**src/rtl/jmsp_pkg.sv**
```systemverilog
package jmsp_pkg;

	localparam int NumJointsDef = 6;
	localparam int MaxJoints    = 8;
	localparam int AngW         = 18;
	localparam int MagW         = 19;
	localparam int SpdW         = 16;
	localparam int JsW          = 15;
	localparam int RailW        = 17;
	localparam int StampW       = 32;
	// quotient width: gain*mag fits in 41 bits, quotient in 41
	localparam int NumW         = 41;
	localparam int DivW         = 32;

	localparam logic [1:0] CMD_MOVE  = 2'd0;
	localparam logic [1:0] CMD_SERVO = 2'd1;
	localparam logic [1:0] CMD_FB    = 2'd2;
	localparam logic [1:0] CMD_RSVD  = 2'd3;

	localparam logic [SpdW-1:0] SPEED_FLOOR = 16'd13;
	localparam logic [SpdW-1:0] SERVO_CAP   = 16'd51200;
	localparam logic [20:0]     SERVO_GAIN  = 21'd1500000;
	localparam logic [StampW-1:0] SERVO_MIN_US = 32'd1000;
	localparam logic [StampW-1:0] SERVO_DEF_US = 32'd20000;
	localparam logic signed [AngW-1:0] RAIL_LIM = 18'sd64000;

	function automatic logic signed [AngW-1:0] lim_lo(input int k);
		case (k)
			0: lim_lo = -18'sd44800;
			1: lim_lo = -18'sd19200;
			2: lim_lo = 18'sd0;
			3: lim_lo = -18'sd69120;
			4: lim_lo = -18'sd25600;
			default: lim_lo = -18'sd46080;
		endcase
	endfunction

	function automatic logic signed [AngW-1:0] lim_hi(input int k);
		case (k)
			0: lim_hi = 18'sd44800;
			1: lim_hi = 18'sd23040;
			2: lim_hi = 18'sd46080;
			3: lim_hi = 18'sd69120;
			4: lim_hi = 18'sd25600;
			default: lim_hi = 18'sd46080;
		endcase
	endfunction

endpackage

```
**src/rtl/joint_move_speed_planner.sv**
```systemverilog
// Joint speed planner: feedback items (cmd 2) update the measured angles and give
// no result; move (cmd 0) and servo (cmd 1) items are limit checked and give one
// result. One item at a time: a rejected item goes straight to the hold state and
// waits there for the output register. A planned item is accepted, the largest
// delta is found over the joints, then per joint a shift-and-add product is formed
// (one multiplier bit a cycle), a restoring division runs (one quotient bit a
// cycle) and the speed is stored; last the result is moved to the output
// register. The bit-serial multiplier and divider are shared by all joints. Results
// wait in their own output register, so a new item can be taken while a result is
// stalled; a finished item waits only until the previous result has left.
module joint_move_speed_planner
	import jmsp_pkg::*;
#(
	parameter int NUM_JOINTS = NumJointsDef
) (
	input  logic clk,
	input  logic arst_n,
	input  logic cfg_we,
	input  logic [JsW-1:0] cfg_wdata,
	input  logic in_valid,
	output logic in_stall,
	input  logic [1:0] cmd,
	input  logic signed [AngW-1:0] angle_j1,
	input  logic signed [AngW-1:0] angle_j2,
	input  logic signed [AngW-1:0] angle_j3,
	input  logic signed [AngW-1:0] angle_j4,
	input  logic signed [AngW-1:0] angle_j5,
	input  logic signed [AngW-1:0] angle_j6,
	input  logic signed [AngW-1:0] rail_pos,
	input  logic [StampW-1:0] now_us,
	output logic out_valid,
	input  logic out_stall,
	output logic status,
	output logic [SpdW-1:0] speed_j1,
	output logic [SpdW-1:0] speed_j2,
	output logic [SpdW-1:0] speed_j3,
	output logic [SpdW-1:0] speed_j4,
	output logic [SpdW-1:0] speed_j5,
	output logic [SpdW-1:0] speed_j6,
	output logic signed [RailW-1:0] rail_target
);

	localparam int JW = (NUM_JOINTS > 1) ? $clog2(NUM_JOINTS) : 1;
	localparam int MulCnt = 21;
	localparam int DivCnt = NumW;

	localparam logic [2:0] ST_IDLE = 3'd0;
	localparam logic [2:0] ST_MUL  = 3'd1;
	localparam logic [2:0] ST_DIV  = 3'd2;
	localparam logic [2:0] ST_OUT  = 3'd3;
	localparam logic [2:0] ST_MAG  = 3'd4;
	localparam logic [2:0] ST_HOLD = 3'd5;

	logic [2:0] state_q;
	logic [JsW-1:0] jspeed_q;
	logic signed [AngW-1:0] meas_q [NUM_JOINTS];
	logic [MagW-1:0] mag_q [NUM_JOINTS];
	logic [SpdW-1:0] spd_q [NUM_JOINTS];
	logic [SpdW-1:0] out_spd_q [NUM_JOINTS];
	logic [MagW-1:0] maxd_q;
	logic signed [RailW-1:0] rail_goal_q;
	logic signed [RailW-1:0] out_rail_q;
	logic [StampW-1:0] stamp_q;
	logic [StampW-1:0] dt_q;
	logic servo_q;
	logic status_q;
	logic out_status_q;
	logic ovalid_q;
	logic [JW-1:0] jidx_q;
	logic [5:0] cnt_q;
	logic [20:0] mcand_q;
	logic [NumW-1:0] acc_q;
	logic [NumW-1:0] quo_q;
	logic [DivW:0] rem_q;
	logic [DivW-1:0] dvs_q;

	logic signed [AngW-1:0] ang [NUM_JOINTS];
	logic ok;
	logic accept;
	logic load;
	logic [DivW:0] rem_sh;
	logic [DivW:0] rem_sub;
	logic [SpdW-1:0] spd_res;
	logic [StampW-1:0] dt_raw;

	// pack joint angles; joints beyond six reuse joint six
	always_comb begin
		for (int j = 0; j < NUM_JOINTS; j++) begin
			case (j)
				0: ang[j] = angle_j1;
				1: ang[j] = angle_j2;
				2: ang[j] = angle_j3;
				3: ang[j] = angle_j4;
				4: ang[j] = angle_j5;
				default: ang[j] = angle_j6;
			endcase
		end
	end

	// limit check
	always_comb begin
		ok = (rail_pos <= RAIL_LIM) && (rail_pos >= -RAIL_LIM);
		for (int j = 0; j < NUM_JOINTS; j++) begin
			if (ang[j] > lim_hi(j % MaxJoints) || ang[j] < lim_lo(j % MaxJoints))
				ok = 1'b0;
		end
	end

	assign in_stall = (state_q != ST_IDLE);
	assign accept = in_valid && !in_stall;
	assign load = (state_q == ST_HOLD) && (!ovalid_q || !out_stall);
	assign dt_raw = now_us - stamp_q;

	// divider step
	assign rem_sh = {rem_q[DivW-1:0], acc_q[NumW-1]};
	assign rem_sub = rem_sh - {1'b0, dvs_q};

	// final speed of one joint from the quotient
	always_comb begin
		if (servo_q) begin
			spd_res = (quo_q > NumW'(SERVO_CAP)) ? SERVO_CAP : quo_q[SpdW-1:0];
		end else if (maxd_q == '0) begin
			spd_res = '0;
		end else begin
			spd_res = quo_q[SpdW-1:0];
		end
		if (spd_res < SPEED_FLOOR)
			spd_res = SPEED_FLOOR;
	end

	always_ff @(posedge clk or negedge arst_n) begin
		if (!arst_n) begin
			state_q <= ST_IDLE;
			jspeed_q <= '0;
			rail_goal_q <= '0;
			out_rail_q <= '0;
			stamp_q <= '0;
			dt_q <= '0;
			ovalid_q <= 1'b0;
			servo_q <= 1'b0;
			status_q <= 1'b0;
			out_status_q <= 1'b0;
			maxd_q <= '0;
			jidx_q <= '0;
			cnt_q <= '0;
			mcand_q <= '0;
			acc_q <= '0;
			quo_q <= '0;
			rem_q <= '0;
			dvs_q <= '0;
			for (int j = 0; j < NUM_JOINTS; j++) begin
				meas_q[j] <= '0;
				mag_q[j] <= '0;
				spd_q[j] <= '0;
				out_spd_q[j] <= '0;
			end
		end else begin
			if (cfg_we)
				jspeed_q <= cfg_wdata;
			// output register: load a finished item or drop the departing one
			if (load)
				ovalid_q <= 1'b1;
			else if (!out_stall)
				ovalid_q <= 1'b0;
			case (state_q)
				ST_IDLE: begin
					if (accept) begin
						if (cmd == CMD_FB) begin
							for (int j = 0; j < NUM_JOINTS; j++)
								meas_q[j] <= ang[j];
						end else if (cmd == CMD_MOVE || cmd == CMD_SERVO) begin
							servo_q <= (cmd == CMD_SERVO);
							if (!ok) begin
								status_q <= 1'b1;
								for (int j = 0; j < NUM_JOINTS; j++)
									spd_q[j] <= '0;
								state_q <= ST_HOLD;
							end else begin
								status_q <= 1'b0;
								dt_q <= (dt_raw <= SERVO_MIN_US) ? SERVO_DEF_US : dt_raw;
								if (cmd == CMD_SERVO)
									stamp_q <= now_us;
								rail_goal_q <= rail_pos[RailW-1:0];
								// magnitudes; measured angles kept for the compare
								for (int j = 0; j < NUM_JOINTS; j++) begin
									mag_q[j] <= ((ang[j] - meas_q[j]) < 0) ?
										MagW'(meas_q[j] - ang[j]) :
										MagW'(ang[j] - meas_q[j]);
								end
								jidx_q <= '0;
								maxd_q <= '0;
								state_q <= ST_MAG;
							end
						end
					end
				end
				// running maximum, one joint a cycle
				ST_MAG: begin
					if (mag_q[jidx_q] > maxd_q)
						maxd_q <= mag_q[jidx_q];
					if (int'(jidx_q) == NUM_JOINTS - 1) begin
						jidx_q <= '0;
						acc_q <= '0;
						cnt_q <= '0;
						state_q <= ST_MUL;
					end else begin
						jidx_q <= jidx_q + 1'b1;
					end
				end
				// shift-and-add product mag * (gain or joint_speed)
				ST_MUL: begin
					if (cnt_q == '0) begin
						mcand_q <= servo_q ? SERVO_GAIN : 21'(jspeed_q);
						acc_q <= '0;
						cnt_q <= 6'd1;
					end else begin
						if (mcand_q[20])
							acc_q <= (acc_q << 1) + NumW'(mag_q[jidx_q]);
						else
							acc_q <= acc_q << 1;
						mcand_q <= mcand_q << 1;
						if (cnt_q == 6'(MulCnt)) begin
							cnt_q <= '0;
							rem_q <= '0;
							quo_q <= '0;
							dvs_q <= servo_q ? dt_q : DivW'(maxd_q);
							state_q <= ST_DIV;
						end else begin
							cnt_q <= cnt_q + 1'b1;
						end
					end
				end
				// restoring division, one quotient bit a cycle
				ST_DIV: begin
					acc_q <= acc_q << 1;
					if (!rem_sub[DivW]) begin
						rem_q <= rem_sub;
						quo_q <= {quo_q[NumW-2:0], 1'b1};
					end else begin
						rem_q <= rem_sh;
						quo_q <= {quo_q[NumW-2:0], 1'b0};
					end
					if (cnt_q == 6'(DivCnt - 1))
						state_q <= ST_OUT;
					else
						cnt_q <= cnt_q + 1'b1;
				end
				ST_OUT: begin
					spd_q[jidx_q] <= spd_res;
					cnt_q <= '0;
					if (int'(jidx_q) == NUM_JOINTS - 1) begin
						state_q <= ST_HOLD;
					end else begin
						jidx_q <= jidx_q + 1'b1;
						state_q <= ST_MUL;
					end
				end
				// wait for the output register to be free
				ST_HOLD: begin
					if (load) begin
						out_status_q <= status_q;
						out_rail_q <= rail_goal_q;
						for (int j = 0; j < NUM_JOINTS; j++)
							out_spd_q[j] <= spd_q[j];
						state_q <= ST_IDLE;
					end
				end
				default: state_q <= ST_IDLE;
			endcase
		end
	end

	assign out_valid = ovalid_q;
	assign status = out_status_q;
	assign rail_target = out_rail_q;
	assign speed_j1 = out_spd_q[0];
	assign speed_j2 = (NUM_JOINTS > 1) ? out_spd_q[(NUM_JOINTS > 1) ? 1 : 0] : '0;
	assign speed_j3 = (NUM_JOINTS > 2) ? out_spd_q[(NUM_JOINTS > 2) ? 2 : 0] : '0;
	assign speed_j4 = (NUM_JOINTS > 3) ? out_spd_q[(NUM_JOINTS > 3) ? 3 : 0] : '0;
	assign speed_j5 = (NUM_JOINTS > 4) ? out_spd_q[(NUM_JOINTS > 4) ? 4 : 0] : '0;
	assign speed_j6 = (NUM_JOINTS > 5) ? out_spd_q[(NUM_JOINTS > 5) ? 5 : 0] : '0;

endmodule
```
**config.mk**
```make
export PLATFORM = sky130hd
export DESIGN_NAME = joint_move_speed_planner
export DESIGN_NICKNAME = d
export VERILOG_FILES = /design/src/rtl/jmsp_pkg.sv /design/src/rtl/joint_move_speed_planner.sv
export SDC_FILE = /design/constraint.sdc
export NUM_CORES = 2
export LEC_CHECK = 0
export ABC_AREA = 1
export BUFFER_PORTS_ARGS = -buffer_cell sky130_fd_sc_hd__buf_2
export CAP_MARGIN = 20
export CORE_AREA = 2 2 290 292
export DETAILED_ROUTE_END_ITERATION = 8
export DIE_AREA = 0 0 292 294
export PLACE_DENSITY = 0.84
export SYNTH_ARGS = -nofsm -noshare
export SYNTH_HDL_FRONTEND = slang
export SYNTH_SLANG_ARGS = --single-unit
```
**constraint.sdc**
```tcl
create_clock -name clk -period 3.6 [get_ports clk]
set_clock_uncertainty 0.1 [all_clocks]
set_input_delay 0.54 -clock clk [delete_from_list [all_inputs] [get_ports clk]]
set_output_delay 0.54 -clock clk [all_outputs]
set_load 0.005 [all_outputs]
```
== Word level (Yosys, flattened, before mapping) ==
Index checks and enable logic that the tools add are counted.

* Register bits: 729
* Logic and storage cells: 232

* Add/subtract/negate cells: 23
* Order comparisons: 26
* Equal/unequal tests: 24
* Muxes and demuxes: 75
* Bitwise gates (word level): 3
* Reduce and logical (&&, ||, !) cells: 39

{| class="wikitable"
|+ Operators with widths
! operator !! count
|-
| 96-bit two-way mux || 4
|-
| 18-bit by 18-bit subtractor with 19-bit output || 18
|-
| 19-bit two-way mux || 13
|-
| 41-bit two-way mux || 5
|-
| 96-bit one-hot mux with 2 select lines || 1
|-
| 32-bit two-way mux || 5
|-
| 41-bit one-hot mux with 3 select lines || 1
|-
| 19-bit by 1-bit less-than comparator with 1-bit output, second input constant || 6
|-
| 96-bit bitwise mux || 1
|-
| 41-bit one-hot mux with 2 select lines || 1
|-
| 16-bit two-way mux || 5
|-
| 32-bit one-hot mux with 2 select lines || 1
|-
| 19-bit binary-select mux with 3-bit select || 1
|-
| 18-bit by 17-bit greater-than comparator with 1-bit output, second input constant || 3
|-
| 16-bit demux with 3-bit select || 1
|-
| 3-bit two-way mux || 15
|-
| 21-bit two-way mux || 2
|-
| 41-bit by 19-bit adder with 41-bit output || 1
|-
| 41-bit by 16-bit greater-than comparator with 1-bit output, second input constant || 1
|-
| 19-bit one-hot mux with 2 select lines || 1
|-
| 18-bit by 16-bit greater-than comparator with 1-bit output, second input constant || 2
|-
| 18-bit by 16-bit less-than comparator with 1-bit output, second input constant || 2
|-
| 18-bit by 17-bit less-than comparator with 1-bit output, second input constant || 2
|-
| 33-bit by 32-bit subtractor with 33-bit output || 1
|-
| other kinds (45) || 97
|}

== Logic depth before layout (Yosys ltp) ==
* Word-level depth: 13
* Gate-level depth with buffers: 24
* Gate-level depth less buffers: 23

== Worst setup path after synthesis ==
No wires, ideal clock.

* Kind: reg-to-reg
* From: register jidx_q[2]
* To: register acc_q[29]
* Setup time: 0.135 ns
* Arrival time: 3.025 ns
* Data required time: 3.365 ns
* Setup slack: 0.340 ns
* Stages on the path, launching flop included: 20
* Path buffers: 2
* Period minus slack after synthesis: 3.260 ns
* Cells stage by stage: dfrtp_1 -> clkbuf_2 -> inv_1 -> nor3_2 -> clkbuf_1 -> a22oi_1 -> nand4_1 -> ha_1 -> fa_1 -> nand2_1 -> nand2_1 -> o21ai_0 -> inv_1 -> a31oi_1 -> o21ai_0 -> nand2_1 -> nand2_1 -> nand3_1 -> nand3_1 -> o211ai_1

* Longest elaborated chain between the ends: 8
* Elaborated cells between the ends (all ways): 11
* Classes of those cells: 1 x add/sub; 2 x eq/ne; 6 x mux; 1 x bitwise; 1 x reduce/logical

{| class="wikitable"
|+ Ends and longest elaborated chain
! element !! RTL line !! text
|-
| start, declared || joint_move_speed_planner.sv:69 || <nowiki>logic [JW-1:0] jidx_q;</nowiki>
|-
| start signal, assigned || joint_move_speed_planner.sv:207 || <nowiki>jidx_q <= jidx_q + 1'b1;</nowiki>
|-
| start signal, assigned || joint_move_speed_planner.sv:254 || <nowiki>jidx_q <= jidx_q + 1'b1;</nowiki>
|-
| 3-bit NOT with 4-bit output (not written as such) || joint_move_speed_planner.sv:218 || <nowiki>acc_q <= (acc_q << 1) + NumW'(mag_q[jidx_q]);</nowiki>
|-
| 19-bit binary-select mux with 3-bit select || joint_move_speed_planner.sv:218 ||
|-
| 19-bit two-way mux (not written as such) (2 in a row) || joint_move_speed_planner.sv:218 ||
|-
| 41-bit by 19-bit adder with 41-bit output || joint_move_speed_planner.sv:218 ||
|-
| 41-bit two-way mux || joint_move_speed_planner.sv:217 || <nowiki>if (mcand_q[20])</nowiki>
|-
| 41-bit two-way mux || joint_move_speed_planner.sv:212 || <nowiki>if (cnt_q == '0) begin</nowiki>
|-
| 41-bit one-hot mux with 3 select lines || joint_move_speed_planner.sv:165 || <nowiki>case (state_q)</nowiki>
|-
| end signal, assigned || joint_move_speed_planner.sv:218 ||
|-
| end signal, assigned || joint_move_speed_planner.sv:220 || <nowiki>acc_q <= acc_q << 1;</nowiki>
|-
| end signal, assigned || joint_move_speed_planner.sv:235 || <nowiki>acc_q <= acc_q << 1;</nowiki>
|-
| end, declared || joint_move_speed_planner.sv:72 || <nowiki>logic [NumW-1:0] acc_q;</nowiki>
|}

Parallel ways exist; a longest one is shown, timed or not. The select of a mux whose other input is x is not followed.
A chain may end at the register's enable or synchronous reset.

== Worst setup path after layout ==
* From: register jidx_q[2]
* To: register acc_q[30]

The elaborated chain is that of the path after synthesis.

==> run_results.csv <==
group,metric,value,unit
outcome,status,"complete, no violations",
sta,period_needed,3490,ps
sta,tns,0,ps
synth,synth-seq-area-share,37.0,%
sta,hold_viol,0,
synth,synth-edff-count,0,
sta,slew_viol_final,0,
placement,place.gp.congestion,1.00,
global_route,grt_pass1_wl,236000,microns
final_layout,fill_cells,6868,
cts,clk_pin_slew,60,ps
sta,slew_headroom,28.7,%
placement,place_area,52100,sq um
min_path,min_to,"jspeed_q[1]",
routing,drt_pass1_iterations,6,
synth,async_flop_share,100,%
critical_path,r2r_end,"acc_q[30]",
cts,cts-htree-levels,3,
routing,final_antenna_net_count,0,
synth,synthTopCellsByArea,"dfrtp_1 37%, nand2_1 15%, ha_1 8.2%",
power,power_leakage,0.0291,uW
synth,synth_ff_type,"dfrtp_1",
min_path,min-delay-start,"cfg_wdata[1]",
sta,tightest_slew,1060,ps
final_layout,final_design_area_no_fill,55400,sq um
routing,wl,149000,microns
global_route,antenna_found_initial,18,
cts,cts_buffer_depth,3,
power,pwr-share-seq,26.0,%
critical_path,cp_max_fo,6,
routing,vias,46200,
synth,synth_cells,6609,
global_route,grt-ovfl-total,0,
critical_path,cp-start-kind,"flop",
power,p_sw,17600,uW
min_path,min_path_cells,3,
sta,finalSetupViolations,0,
cts,cts_tree,"built",
critical_path,arrival,3920,ps
critical_path,reg2reg_slack,110,ps
floorplanning,fp.dieH,294,microns
cts,cts-root-buf,"clkbuf_16",
final_layout,drive_gt1_share,12.9,%
power,power.internal,21100,uW
final_layout,fin_nets,7427,
floorplanning,initial_core_util,59.4,%
routing,drc,0,
floorplanning,die_w,292,microns
global_route,grt_max_degree,103,
floorplanning,row_count,106,
global_route,track_usage,34.1,%
synth,ys_types,64,
routing,drtIter0Drc,4317,
synth,synth_top_area_cell,"dfrtp_1",
cts,cts_sinks,729,
routing,via_per_inst,5.73,
floorplanning,coreArea,82900,sq um
power,p_comb_share,52.3,%
power,p_per_area,699,nW/um^2
critical_path,r2r-start,"jidx_q[2]",
synth,avgSynthCellArea,7.45,sq um
final_layout,area_growth,12.5,%
floorplanning,dieArea,85800,sq um
power,ir_drop,0.539,mV
sta,fmax,0.287,GHz
critical_path,required,4030,ps
critical_path,crit_type,"reg2reg",
synth,yosys.area.top_type_share,37.0,%
global_route,grt_pass1_vias,45100,
critical_path,endpoint_kind,"flop",
critical_path,reg2reg_depth,18,
placement,hpwl,112000,microns
cts,cts_buffers,79,
routing,routedWlPerCell,18.5,microns
synth,ys.warnings.count,0,
min_path,min_path_type,"in2reg",
sta,min_period_over_period,96.8,%
job,cap_violations,0,
power,clock_power_share,21.7,%
cts,clk_latency,660,ps
synth,ys_seq_elements,729,
floorplanning,ios,296,
synth,syn_area,49200,sq um
synth,synth_fp_nets,7125,
power,switching_share,45.4,%
placement,io_buffers,295,
## kinds of logic after synthesis
group	share of synthesized area (%)
AOI/OAI and AO/OA	15.7
xor gates and xnor gates	3.41
adders and majority gates	8.77
buffers and inverters	9.27
DFF	37.0
muxes	2.36
and+or+nand+nor	23.5
## layout make-up
cell class,count,area [sq um],share of cell area [%]
flip-flops and latches,729,18200,32.9
multi-input cells,4764,26800,48.3
inverters,874,3300,5.95
well taps,1080,1350,2.44
repair buffers,463,3060,5.52
diodes,15,37.5,0.0677
clock inverters,34,458,0.826
clock buffers,107,2200,3.97
## routing by layer
metal / part of all wire (%) / up-vias / GRT usage [%]
met2: 48 / 1770 / 57.2
met1: 41 / 21900 / 42.9
li1: - / 22100 / -
met4: 5.3 / 10 / 17.3
met3: 6.3 / 462 / 5.10
met5: 0.045 / - / 0
## what timing repair did
action                     CTS  global route
hold endpoints to repair    67             0
setup endpoints to repair   14            46
hold buffers                19             0
gates cloned                 0             2
gates resized for setup      5            72
pin swaps                    1            15
setup buffers                1            13
## layout by cell type (no fill, tap or decap), types with 81 or more instances in the layout
master,count
buf_4,128
nand2_1,1897
clkbuf_16,81
buf_2,294
nor2_1,351
mux2_2,103
dfrtp_1,729
nand3_1,248
o21ai_0,429
xor2_1,135
o211ai_1,86
o21ai_1,155
ha_1,314
a21oi_1,347
inv_1,819
## worst max path at each step
stage	start	to	slack (ps)	cells past startpoint
floorplan	jidx_q[2]	acc_q[29]	340	19
global placement	jidx_q[2]	acc_q[21]	-140	19
detailed placement	jidx_q[1]	acc_q[21]	-200	20
CTS	jidx_q[0]	acc_q[21]	0.3	20
global route	jidx_q[2]	acc_q[40]	-100	22
finish	jidx_q[2]	acc_q[30]	110	18
## sequential cells by signal, summed over array words and instances (netlist names), 21 cells and up
signal / flops
meas_q: 108
stamp_q: 32
spd_q: 96
dt_q: 32
quo_q: 41
dvs_q: 32
mcand_q: 21
rem_q: 32
acc_q: 41
mag_q: 114
## synthesized netlist by cell type, types with 6 or more instances
master and count:
xnor2_1 57, nand3b_1 18, buf_2 67, a211oi_1 10
nor4_1 31, buf_1 8, xor2_1 135, a31oi_1 27
nand2_1 1907, inv_1 823, mux2_2 103, o22ai_1 59
o21ai_1 145, a221oi_1 13, o2111ai_1 16, inv_2 43
o21bai_1 35, nand2_4 9, clkbuf_2 35, a21boi_0 8
dfrtp_1 729, ha_1 321, nand2_2 14, fa_1 15
a21oi_2 30, buf_6 15, a21o_1 34, clkbuf_1 89
a21oi_1 351, nand4_1 59, nand3_2 9, nor2_1 360
or2_2 6, nor2_2 36, a22oi_1 19, nand3_1 249
o211ai_1 86, o21ai_0 441, o31ai_1 7, o21a_1 38
o221ai_1 8, buf_4 25, nor3_1 74
## worst max-delay path, stage by stage (launching register included)
cell	delay, ps
dfrtp_1	410
nor3_4	330
inv_2	140
buf_4	170
o22ai_1	150
a21oi_1	70
o211ai_1	300
ha_1	370
nand2_1	150
inv_1	80
a21oi_1	210
o22ai_1	110
a21oi_1	120
nand2_1	70
nand2_1	100
nor3_2	70
or2_2	270
nand3_1	70
nand3_1	70
## metrics by stage
step	utilization, %	power (uW)	cells	setup WS, ps	hold slack [ps]
detailed placement	62.8	29300	7875	-197	355
finish	66.9	38700	8066	114	23.3
CTS	66.3	37800	8036	0.326	0.335
global placement	62.8	29000	7875	-141	350
floorplan	-	23900	6609	340	144
global route	66.9	41400	8063	-99.7	26.1
## power by group through the flow
stage / Clock (uW) / Combinational (uW) / Sequential [uW]
2_1_floorplan: 0 / 13900 / 9970
3_3_place_gp: 0 / 18900 / 10100
3_5_place_dp: 0 / 19200 / 10200
4_1_cts: 8460 / 19300 / 10000
5_1_grt: 8790 / 22400 / 10200
6_report: 8390 / 20300 / 10100
(Power assumes the default switching activity.)
